## config.mk

```make
export PLATFORM = sky130hd
export DESIGN_NAME = adc_millivolt_seven_segment
export DESIGN_NICKNAME = d
export VERILOG_FILES = /design/src/rtl/amss_pkg.sv /design/src/rtl/adc_millivolt_seven_segment.sv /design/src/rtl/amss_scale.sv /design/src/rtl/amss_digits.sv /design/src/rtl/amss_serial.sv
export SDC_FILE = /design/constraint.sdc
export NUM_CORES = 1
export LEC_CHECK = 0
export BUFFER_PORTS_ARGS = -buffer_cell sky130_fd_sc_hd__clkbuf_2
export CAP_MARGIN = 10
export CORE_MARGIN = 1.5
export CORE_UTILIZATION = 35
export CTS_BUF_LIST = sky130_fd_sc_hd__clkbuf_4
export CTS_CLUSTER_SIZE = 24
export DETAILED_ROUTE_END_ITERATION = 12
export GPL_ROUTABILITY_DRIVEN = 0
export PLACE_DENSITY_LB_ADDON = 0.08
export SYNTH_ARGS = -nofsm -noshare
export SYNTH_HDL_FRONTEND = slang
export SYNTH_HIERARCHICAL = 1
export SYNTH_SLANG_ARGS = --single-unit
```

## constraint.sdc

```tcl
create_clock -name clk -period 5.2 [get_ports clk]
set_input_delay 0.78 -clock clk [delete_from_list [all_inputs] [get_ports clk]]
set_output_delay 0.78 -clock clk [all_outputs]
set_load 0.02 [all_outputs]
```

## src/rtl/amss_pkg.sv

```systemverilog
package amss_pkg;

  localparam int SAMPLE_BITS_DEFAULT = 10;
  localparam int REF_BITS            = 14;
  localparam logic [REF_BITS-1:0] REF_RESET = 14'd5000;

  // sample * reference >> SAMPLE_BITS always stays below 2^REF_BITS
  localparam int MV_BITS    = REF_BITS;
  localparam int DIGIT_BITS = 4;

  // divide by ten as (x * 52429) >> 19, exact for x below 43699
  localparam int DIV_BITS    = 16;
  localparam logic [DIV_BITS-1:0] DIV10_MUL = 16'd52429;
  localparam int DIV10_SHIFT = 19;
  localparam int Q1_BITS     = 11;  // mv / 10 below 1639
  localparam int Q2_BITS     = 8;   // mv / 100 below 164
  localparam int Q3_BITS     = 5;   // mv / 1000 below 17

  localparam logic [DIGIT_BITS-1:0] DIGIT_MAX = 4'd9;
  localparam logic [7:0] SEG_DP_CLEAR = 8'h7F;
  localparam logic [7:0] SEG_BLANK    = 8'hFF;

  localparam logic [3:0] SEL_ONES      = 4'b1000;
  localparam logic [3:0] SEL_TENS      = 4'b0100;
  localparam logic [3:0] SEL_HUNDREDS  = 4'b0010;
  localparam logic [3:0] SEL_THOUSANDS = 4'b0001;

  typedef enum logic [1:0] {
    POS_ONES      = 2'd0,
    POS_TENS      = 2'd1,
    POS_HUNDREDS  = 2'd2,
    POS_THOUSANDS = 2'd3
  } digit_pos_t;

  typedef struct packed {
    logic [DIGIT_BITS-1:0] thousands;
    logic [DIGIT_BITS-1:0] hundreds;
    logic [DIGIT_BITS-1:0] tens;
    logic [DIGIT_BITS-1:0] ones;
  } digits_t;

  // active-low common-anode patterns, bit 0 = a ... bit 6 = g
  function automatic logic [7:0] seg_pattern(input logic [DIGIT_BITS-1:0] digit);
    logic [7:0] pat;
    case (digit)
      4'd0: pat = 8'hC0;
      4'd1: pat = 8'hF9;
      4'd2: pat = 8'hA4;
      4'd3: pat = 8'hB0;
      4'd4: pat = 8'h99;
      4'd5: pat = 8'h92;
      4'd6: pat = 8'h82;
      4'd7: pat = 8'hF8;
      4'd8: pat = 8'h80;
      4'd9: pat = 8'h90;
      default: pat = SEG_BLANK;
    endcase
    return pat;
  endfunction

endpackage

```

## src/rtl/adc_millivolt_seven_segment.sv

```systemverilog
// Converts each converter sample to millivolts, floor(sample * reference / 2^SAMPLE_BITS),
// and sends it as four display transactions, ones digit first and thousands last, each
// with an active-low segment pattern and a one-hot digit select; the thousands digit has
// its decimal point lit and saturates at nine. The first transaction of a sample leaves
// after the sample has passed one multiply stage, four digit-split stages and one output
// register. The output channel takes four transactions per sample; while one is held, the
// next is loaded only as its thousands transaction leaves. Up to six samples can be in flight.
// reference_millivolts resets to 5000 and is written through cfg_write / cfg_data.
module adc_millivolt_seven_segment import amss_pkg::*; #(
  parameter int SAMPLE_BITS = SAMPLE_BITS_DEFAULT
) (
  input  logic                   clk,
  input  logic                   rst,
  input  logic                   cfg_write,
  input  logic [REF_BITS-1:0]    cfg_data,
  input  logic                   in_valid,
  output logic                   in_stall,
  input  logic [SAMPLE_BITS-1:0] sample,
  output logic                   out_valid,
  input  logic                   out_stall,
  output logic [7:0]             segments,
  output logic [3:0]             digit_select,
  output logic                   last
);

  logic [REF_BITS-1:0] reference_millivolts;

  logic               mv_valid, mv_stall;
  logic [MV_BITS-1:0] mv;
  logic               dig_valid, dig_stall;
  digits_t            digits;

  always_ff @(posedge clk) begin
    if (rst) begin
      reference_millivolts <= REF_RESET;
    end else if (cfg_write) begin
      reference_millivolts <= cfg_data;
    end
  end

  amss_scale #(
    .SAMPLE_BITS(SAMPLE_BITS)
  ) u_scale (
    .clk       (clk),
    .rst       (rst),
    .in_valid  (in_valid),
    .in_stall  (in_stall),
    .sample    (sample),
    .reference (reference_millivolts),
    .out_valid (mv_valid),
    .out_stall (mv_stall),
    .mv        (mv)
  );

  amss_digits u_digits (
    .clk       (clk),
    .rst       (rst),
    .in_valid  (mv_valid),
    .in_stall  (mv_stall),
    .mv        (mv),
    .out_valid (dig_valid),
    .out_stall (dig_stall),
    .digits    (digits)
  );

  amss_serial u_serial (
    .clk          (clk),
    .rst          (rst),
    .in_valid     (dig_valid),
    .in_stall     (dig_stall),
    .digits       (digits),
    .out_valid    (out_valid),
    .out_stall    (out_stall),
    .segments     (segments),
    .digit_select (digit_select),
    .last         (last)
  );

  // a sample is never cut short: after a non-final digit another digit follows
  assert property (@(posedge clk) disable iff (rst)
    out_valid && !out_stall && !last |=> out_valid && !$past(last) && !last
      || out_valid && digit_select == SEL_THOUSANDS)
    else $error("sample split before its thousands digit");

  // the decimal point is lit on the thousands digit only
  assert property (@(posedge clk) disable iff (rst)
    out_valid |-> (segments[7] == !last))
    else $error("decimal point on wrong digit");

  assert property (@(posedge clk) disable iff (rst)
    out_valid |-> $onehot(digit_select) && (last == (digit_select == SEL_THOUSANDS)))
    else $error("digit select inconsistent with last");

  // the digit order runs ones, tens, hundreds, thousands; this checks that tens follows ones
  assert property (@(posedge clk) disable iff (rst)
    out_valid && !out_stall && digit_select == SEL_ONES |=>
      out_valid && digit_select == SEL_TENS)
    else $error("tens digit does not follow ones digit");

endmodule

```

## src/rtl/amss_scale.sv

```systemverilog
module amss_scale import amss_pkg::*; #(
  parameter int SAMPLE_BITS = SAMPLE_BITS_DEFAULT
) (
  input  logic                   clk,
  input  logic                   rst,
  input  logic                   in_valid,
  output logic                   in_stall,
  input  logic [SAMPLE_BITS-1:0] sample,
  input  logic [REF_BITS-1:0]    reference,
  output logic                   out_valid,
  input  logic                   out_stall,
  output logic [MV_BITS-1:0]     mv
);

  localparam int PROD_BITS = SAMPLE_BITS + REF_BITS;

  logic                 valid;
  logic [PROD_BITS-1:0] product;
  logic                 en;

  assign en       = !valid || !out_stall;
  assign in_stall = !en;

  always_ff @(posedge clk) begin
    if (rst) begin
      valid <= 1'b0;
    end else if (en) begin
      valid <= in_valid;
    end
  end

  always_ff @(posedge clk) begin
    if (en && in_valid) begin
      product <= PROD_BITS'(sample) * PROD_BITS'(reference);
    end
  end

  assign out_valid = valid;
  // dropping the low sample bits is the divide by full scale
  assign mv        = product[SAMPLE_BITS +: MV_BITS];

endmodule

```

## src/rtl/amss_digits.sv

```systemverilog
module amss_digits import amss_pkg::*; (
  input  logic               clk,
  input  logic               rst,
  input  logic               in_valid,
  output logic               in_stall,
  input  logic [MV_BITS-1:0] mv,
  output logic               out_valid,
  input  logic               out_stall,
  output digits_t            digits
);

  localparam int P1_BITS = MV_BITS + DIV_BITS;
  localparam int P2_BITS = Q1_BITS + DIV_BITS;
  localparam int P3_BITS = Q2_BITS + DIV_BITS;

  logic a_v, b_v, c_v, d_v;
  logic en_a, en_b, en_c, en_d;

  logic [MV_BITS-1:0]    a_mv;
  logic [Q1_BITS-1:0]    a_q1, b_q1;
  logic [Q2_BITS-1:0]    b_q2, c_q2;
  logic [Q3_BITS-1:0]    c_q3;
  logic [DIGIT_BITS-1:0] b_ones, c_ones, c_tens;

  logic [P1_BITS-1:0] p1;
  logic [P2_BITS-1:0] p2;
  logic [P3_BITS-1:0] p3;
  logic [MV_BITS-1:0] ones_full;
  logic [Q1_BITS-1:0] tens_full;
  logic [Q2_BITS-1:0] hund_full;

  assign en_d     = !d_v || !out_stall;
  assign en_c     = !c_v || en_d;
  assign en_b     = !b_v || en_c;
  assign en_a     = !a_v || en_b;
  assign in_stall = !en_a;

  assign p1        = P1_BITS'(mv) * P1_BITS'(DIV10_MUL);
  assign p2        = P2_BITS'(a_q1) * P2_BITS'(DIV10_MUL);
  assign ones_full = a_mv - MV_BITS'(a_q1) * MV_BITS'(10);
  assign p3        = P3_BITS'(b_q2) * P3_BITS'(DIV10_MUL);
  assign tens_full = b_q1 - Q1_BITS'(b_q2) * Q1_BITS'(10);
  assign hund_full = c_q2 - Q2_BITS'(c_q3) * Q2_BITS'(10);

  always_ff @(posedge clk) begin
    if (rst) begin
      a_v <= 1'b0;
      b_v <= 1'b0;
      c_v <= 1'b0;
      d_v <= 1'b0;
    end else begin
      if (en_a) a_v <= in_valid;
      if (en_b) b_v <= a_v;
      if (en_c) c_v <= b_v;
      if (en_d) d_v <= c_v;
    end
  end

  always_ff @(posedge clk) begin
    if (en_a && in_valid) begin
      a_mv <= mv;
      a_q1 <= p1[DIV10_SHIFT +: Q1_BITS];
    end
    if (en_b && a_v) begin
      b_q1   <= a_q1;
      b_q2   <= p2[DIV10_SHIFT +: Q2_BITS];
      b_ones <= ones_full[DIGIT_BITS-1:0];
    end
    if (en_c && b_v) begin
      c_q2   <= b_q2;
      c_q3   <= p3[DIV10_SHIFT +: Q3_BITS];
      c_ones <= b_ones;
      c_tens <= tens_full[DIGIT_BITS-1:0];
    end
    if (en_d && c_v) begin
      digits.ones     <= c_ones;
      digits.tens     <= c_tens;
      digits.hundreds <= hund_full[DIGIT_BITS-1:0];
      // thousands saturates at nine
      digits.thousands <= (c_q3 > Q3_BITS'(DIGIT_MAX)) ? DIGIT_MAX
                                                        : c_q3[DIGIT_BITS-1:0];
    end
  end

  assign out_valid = d_v;

endmodule

```

## src/rtl/amss_serial.sv

```systemverilog
module amss_serial import amss_pkg::*; (
  input  logic       clk,
  input  logic       rst,
  input  logic       in_valid,
  output logic       in_stall,
  input  digits_t    digits,
  output logic       out_valid,
  input  logic       out_stall,
  output logic [7:0] segments,
  output logic [3:0] digit_select,
  output logic       last
);

  logic       valid;
  digit_pos_t pos;
  digits_t    held;
  logic       take;
  logic       load;
  logic [DIGIT_BITS-1:0] cur;

  assign take     = valid && !out_stall;
  // while a sample is held, the next one enters only as its thousands transaction leaves
  assign in_stall = valid && !(take && pos == POS_THOUSANDS);
  assign load     = in_valid && !in_stall;

  always_ff @(posedge clk) begin
    if (rst) begin
      valid <= 1'b0;
      pos   <= POS_ONES;
    end else if (load) begin
      valid <= 1'b1;
      pos   <= POS_ONES;
    end else if (take) begin
      if (pos == POS_THOUSANDS) begin
        valid <= 1'b0;
        pos   <= POS_ONES;
      end else begin
        pos <= digit_pos_t'(pos + 2'd1);
      end
    end
  end

  always_ff @(posedge clk) begin
    if (load) begin
      held <= digits;
    end
  end

  always_comb begin
    case (pos)
      POS_ONES: begin
        cur          = held.ones;
        digit_select = SEL_ONES;
      end
      POS_TENS: begin
        cur          = held.tens;
        digit_select = SEL_TENS;
      end
      POS_HUNDREDS: begin
        cur          = held.hundreds;
        digit_select = SEL_HUNDREDS;
      end
      POS_THOUSANDS: begin
        cur          = held.thousands;
        digit_select = SEL_THOUSANDS;
      end
      default: begin
        cur          = held.ones;
        digit_select = SEL_ONES;
      end
    endcase
  end

  assign last      = (pos == POS_THOUSANDS);
  assign segments  = last ? (seg_pattern(cur) & SEG_DP_CLEAR) : seg_pattern(cur);
  assign out_valid = valid;

endmodule

```

==> metrics.cfg, run 1 <==
[floorplan]
pin_count = 44
die_width_um = 217
coreArea_um2 = 45200
fp.dieArea_um2 = 47000
rows = 78
start_util = 0.354
die_y_um = 217

[routing]
drtIter0Drc = 461
drt-vias-per-instance = 4.66
routedWlPerCell_um = 14.9
postRouteAntennaNets = 0
wl_met1_um = 18200
top_layer = met4
wl_met3_um = 607
drt-total-wl_um = 35200
met2WireLength_um = 16100
firstDrtPassIters = 5
vias = 11000
drc = 0

[clock_tree]
cts-root-buf = clkbuf_4
clock_latency_ns = 0.53
cts_hold_buffers = 0
cts_tree = yes
h-tree-depth = 4
cts_buffer_depth = 2
path_clk_slew_ns = 0.13
cts_num_sinks = 116
cts_made_buffers = 17

[yosys]
syn_inst = 1571
synth_nets = 2097
netlist-cell-type-count = 77
ys_seq_area_frac = 0.204
ys_top_cells_by_area = fa_1, ha_1, edfxtp_1
ys_ff_latch = 116
netlist_top_cells_count = inv_1, ha_1, fa_1
yosysMostFrequentCell = inv_1
ys_warn_count = 6
async_flop_share = 0
synth_top_area_frac = 0.255
synth_area_um2 = 16000
syn_avg_cell_area_um2 = 10.2
yosys.area.top_type = fa_1
ys.flop_type = edfxtp_1
synth_edf_count = 94

[sta]
period_minus_slack_ns = 5.12
skew_ns = 0.0271
hold_viol = 0
setup_viol = 0
fin_crit_sh = 0.985
slew_viol_final = 0
clock.fmax_mhz = 195
worstMarginPinSlew_ns = 0.929
rsz0062_at_grt = true
relSlewSlack = 0.377

[run]
drv_cap = 0

[cells_and_area]
area_growth_pct = 15.9
nets = 2275
drive_above_1_share = 0.172
instances_no_fill = 2363

[place]
port_buffers = 43
place_inst = 2325
dpl.hpwl_um = 30700

[global_route]
track_usage = 0.156
grt_start_max_net_pins = 22
antenna_found_initial = 1
first_global_vias = 11500
grt_remaining_overflow = 0
grt_pass1_wl_um = 58800

[run_status]
outcome = complete, no violations

[setup_path]
critical_path_required_ns = 5.50
arrival_ns = 5.42
start_kind = flip-flop
path_max_fanout = 3
crit_type = reg -> reg
cp-end-kind = flip-flop

[worst_hold_path]
hp-class = reg -> reg

[placed cells by master, fill, tap and decap left out, types with 6 or more instances in the layout]
cell type	count
xnor2_1	26
o211ai_1	7
nand3_1	20
inv_2	7
mux2i_1	15
nor2_1	59
and2_1	64
ha_1	277
and3_1	8
and2_2	6
a211o_1	6
xor2_1	12
a21oi_1	50
nand2_1	103
o21ai_0	27
a31oi_1	6
buf_4	145
edfxtp_1	94
a21o_1	12
fa_1	199
nand4_1	13
inv_1	338
ha_4	12
clkbuf_4	18
or2_2	7
clkbuf_2	43
dfxtp_1	20
nor3_1	11
nor2b_1	14
a211oi_1	6
[sequential cells by signal (all words and copies together), names as in the netlist]
register and flops:
u_serial/held 16, u_digits/b_q2 8, u_digits/c_q3 5, u_digits/b_q1 4
u_digits/c_v 1, u_digits/out_valid 1, u_digits/a_mv 4, u_serial/pos 2
u_digits/a_v 1, reference_millivolts 14, u_scale/product 14, u_digits/b_v 1
u_digits/c_q2 4, u_digits/digits 16, u_digits/c_tens 4, u_digits/b_ones 4
u_serial/out_valid 1, u_digits/a_q1 11, u_digits/c_ones 4, u_scale/out_valid 1
[cell families after synthesis]
group                      synth area share
DFF                                   0.204
and+or+nand+nor                       0.107
adders and majority gates             0.485
AOI/OAI and AO/OA                    0.0807
muxes                                0.0117
xor gates and xnor gates             0.0214
buffers and inverters                0.0909
[through the flow]
stage | cell area (um2) | worst slack [ns] | TNS [ns] | util | hold slack (ns)
3_3_place_gp | 17900 | -0.276 | -2.91 | 0.396 | 0.402
2_1_floorplan | 16000 | 0.0121 | 0 | - | 0.400
3_5_place_dp | 17900 | -0.394 | -4.02 | 0.396 | 0.405
5_1_grt | 18500 | -0.112 | -0.257 | 0.410 | 0.400
4_1_cts | 18400 | 0.00690 | 0 | 0.407 | 0.396
6_report | 18500 | 0.0783 | 0 | 0.410 | 0.424
[layer usage]
layer  vias to the layer above  track usage
li1                       5524            -
met1                      5384        0.230
met2                        92        0.253
met3                        19       0.0134
met4                         0       0.0257
met5                         -            0
[final timing paths]
kind | startpoint | endpoint | depth (start not counted) | slack, ns
max reg2reg | u_scale/product[19] | u_digits/a_q1[3] | 19 | 0.08
max | u_scale/product[19] | u_digits/a_q1[3] | 19 | 0.08
min reg2reg | u_digits/digits[4] | u_serial/held[4] | 0 | 0.42
min | u_digits/digits[4] | u_serial/held[4] | 0 | 0.42
[worst max-delay path: stages, from the launching register on]
cell,delay (ns)
edfxtp_1,0.46
buf_4,0.18
ha_2,0.31
ha_4,0.28
inv_1,0.05
fa_1,0.48
buf_4,0.16
fa_1,0.54
inv_1,0.06
fa_1,0.48
ha_1,0.30
ha_1,0.32
nand3_2,0.09
buf_4,0.15
buf_4,0.13
nor3_2,0.13
o31a_1,0.19
o21a_1,0.18
nor4_1,0.06
a311o_1,0.33
[area by class of cell]
| type | count | area, um2 |
|---|---|---|
| fill | 4490 | 26700 |
| tap | 600 | 751 |
| inverter | 345 | 1290 |
| sequential | 116 | 3270 |
| timing repair buffer | 192 | 1360 |
| antenna | 1 | 2.50 |
| multi-input combinational | 1077 | 11600 |
| clock buffer | 18 | 135 |
| clock inverter | 14 | 150 |
[timing repair]
item,in CTS,in global routing
pin swaps,28,16
hold endpoints to repair,0,0
setup buffers,3,2
endpoints found under the setup margin,8,12
gates cloned,0,0
resized for setup,33,27
Power of run 1 is not shown: default switching activity piles up to over one toggle a cycle in this logic, so the estimate is an artifact.
==> run 2: changes to the inputs <==
--- a/config.mk
+++ b/config.mk
@@ -7,6 +7,8 @@
 export LEC_CHECK = 0
 export BUFFER_PORTS_ARGS = -buffer_cell sky130_fd_sc_hd__clkbuf_2
 export CAP_MARGIN = 10
+export CELL_PAD_IN_SITES_DETAIL_PLACEMENT = 0
+export CELL_PAD_IN_SITES_GLOBAL_PLACEMENT = 1
 export CORE_MARGIN = 1.5
 export CORE_UTILIZATION = 35
 export CTS_BUF_LIST = sky130_fd_sc_hd__clkbuf_4
==> constraint.sdc (replaced) <==
create_clock -name clk -period 5.2 [get_ports clk]
set_input_delay 1.04 -clock clk [delete_from_list [all_inputs] [get_ports clk]]
set_output_delay 1.04 -clock clk [all_outputs]
set_load 0.02 [all_outputs]
==> run 2 against run 1 <==
Net effect: first-iteration DRC count decreased by 7.8%; flip-flop and latch count unchanged; utilization increased by 0.38 points; count of clock-buffer cells in the layout decreased by 1; largest cell class unchanged.
==> metrics.cfg, run 2 (synthesis results as in run 1) <==
[setup_path]
reg2reg_depth = 18  ; -1
crit_path_frequent_cell = fa_1
worst_path_max_delay_cell = fa_2
start_kind = flip-flop
path_max_fanout = 5  ; +2
crit_type = reg -> reg
arrival_ns = 5.47  ; +0.05 ns
crit_family = adder cells
cp-end-kind = flip-flop
cp_cell_sequence = ha_4 > inv_1 > fa_2 > fa_1 > fa_1 > inv_1 > fa_1 > inv_2 > fa_1 > inv_2 > ha_4 > nand4_1 > buf_4 > nor3_4 > o31a_1 > o21a_1 > nor4_1 > a311o_1
cp.buffers_inverters = 5  ; -1
critical_path_required_ns = 5.53  ; +0.03 ns
cp.depth = 18  ; -1
critical-path-max-stage-delay_ns = 0.58  ; +0.04 ns

[cells_and_area]
reg_top3 = u_digits/digits (16), u_serial/held (16)
nets = 2277  ; +0.088%
layout_common_cells = inv_1, ha_1, fa_1
area_growth_pct = 16.9
drive_above_1_share = 0.182  ; +0.0100
n_fill_cell = 4434  ; -1.2%
seqCellArea_um2 = 3270  ; about the same
mostFrequentLayoutCell = inv_1
multi_input_area_um2 = 11700  ; +1.0%
stdcell_area_um2 = 18700  ; +0.94%

[global_route]
first_global_vias = 11800  ; +2.4%
grt_pass1_wl_um = 60800  ; +3.4%
grt_start_max_net_pins = 22  ; unchanged
grt_remaining_overflow = 0  ; unchanged
track_usage = 0.165  ; +0.00874
antenna_found_initial = 1  ; unchanged

[routing]
vias = 11000  ; +0.25%
postRouteAntennaNets = 0  ; unchanged
drt-vias-per-instance = 4.67  ; +0.16%
routedWlPerCell_um = 15.5  ; +4.3%
firstDrtPassIters = 5  ; unchanged
drc = 0  ; unchanged
drtIter0Drc = 425  ; -7.8%
drt-total-wl_um = 36700  ; +4.4%

[sta]
slew_viol_final = 0  ; unchanged
setup_viol = 0  ; unchanged
tns_ns = 0  ; unchanged
clock.fmax_mhz = 195  ; -0.24%
fin_crit_sh = 0.987  ; +0.00232
relSlewSlack = 0.622  ; +0.244
hold_viol = 0  ; unchanged
skew_ns = 0.0205  ; -0.00664 ns
rsz0062_at_grt = true
setup_ws_ns = 0.0663  ; -0.0121 ns
period_minus_slack_ns = 5.13  ; +0.0121 ns
worstMarginPinSlew_ns = 0.552  ; -0.377 ns

[place]
dpl.hpwl_um = 31600  ; +3.2%
placed_area_um2 = 18000  ; +0.78%
port_buffers = 43  ; unchanged
dp_slack_ns = -0.490  ; -0.0960 ns

[clock_tree]
cts_buffer_depth = 2  ; unchanged
path_clk_slew_ns = 0.14  ; about the same
clock_latency_ns = 0.58  ; +0.05 ns
h-tree-depth = 4  ; unchanged
cts_tree = yes
cts-root-buf = clkbuf_4
cts_hold_buffers = 0  ; unchanged
cts_made_buffers = 17  ; unchanged
cts_num_sinks = 116  ; unchanged

[floorplan]
rows = 78  ; unchanged
die_width_um = 217  ; unchanged
coreArea_um2 = 45200  ; unchanged
fp.dieArea_um2 = 47000  ; unchanged
pin_count = 44  ; unchanged
start_util = 0.354  ; unchanged
die_y_um = 217  ; unchanged

[worst_hold_path]
hp-class = reg -> reg
hold_depth = 0  ; unchanged

[run]
drv_cap = 0  ; unchanged

[run_status]
outcome = complete, no violations

run 2: cell count changes in the layout (fill, tap and decap cells not counted), moves of 3 or more:
cell	before	now
and2_4	0	3
ha_1	277	272
and2_1	64	61
ha_4	12	18
clkbuf_2	43	39
run 2: path summary, 6_finish.rpt:
| kind | start | to | slack, ns |
|---|---|---|---|
| max | u_scale/product[19] | u_digits/a_q1[3] | 0.07 |
| min | u_digits/digits[8] | u_serial/held[8] | 0.42 |
| max reg2reg | u_scale/product[19] | u_digits/a_q1[3] | 0.07 |
| min reg2reg | u_digits/digits[8] | u_serial/held[8] | 0.42 |
run 2: through the flow:
step,cells,hold slack (ns),util
after global routing,2365,0.430,0.414
after CTS,2365,0.417,0.411
after detailed placement,2329,0.405,0.399
after floorplan,1571,0.400,-
final,2365,0.419,0.414
after global placement,2329,0.403,0.399
run 2: what timing repair did:
| item | 4_1_cts | 5_1_grt |
|---|---|---|
| resized for setup | 29 | 40 |
| setup endpoints to repair | 6 | 17 |
| pin swaps | 22 | 23 |
| setup buffers | 4 | 2 |
run 2: metal layers:
metal / global-route usage / wire length (um) / part of all wire / vias up
li1: - / - / - / 5522
met1: 0.222 / 17400 / 0.47 / 5406
met2: 0.285 / 18200 / 0.50 / 97
met3: 0.0203 / 778 / 0.021 / 21
met4: 0.0313 / 342 / 0.0093 / 0
met5: 0 / 0 / 0 / -
run 2: final cells by class:
cell class / instances / area share
diodes: 1 / 0.000134
clock buffers: 17 / 0.00682
clock inverters: 15 / 0.00990
inverters: 345 / 0.0693
multi-input cells: 1077 / 0.625
flip-flops and latches: 116 / 0.175
well taps: 600 / 0.0401
repair buffers: 194 / 0.0739
Power of run 2 is left out for the same reason.
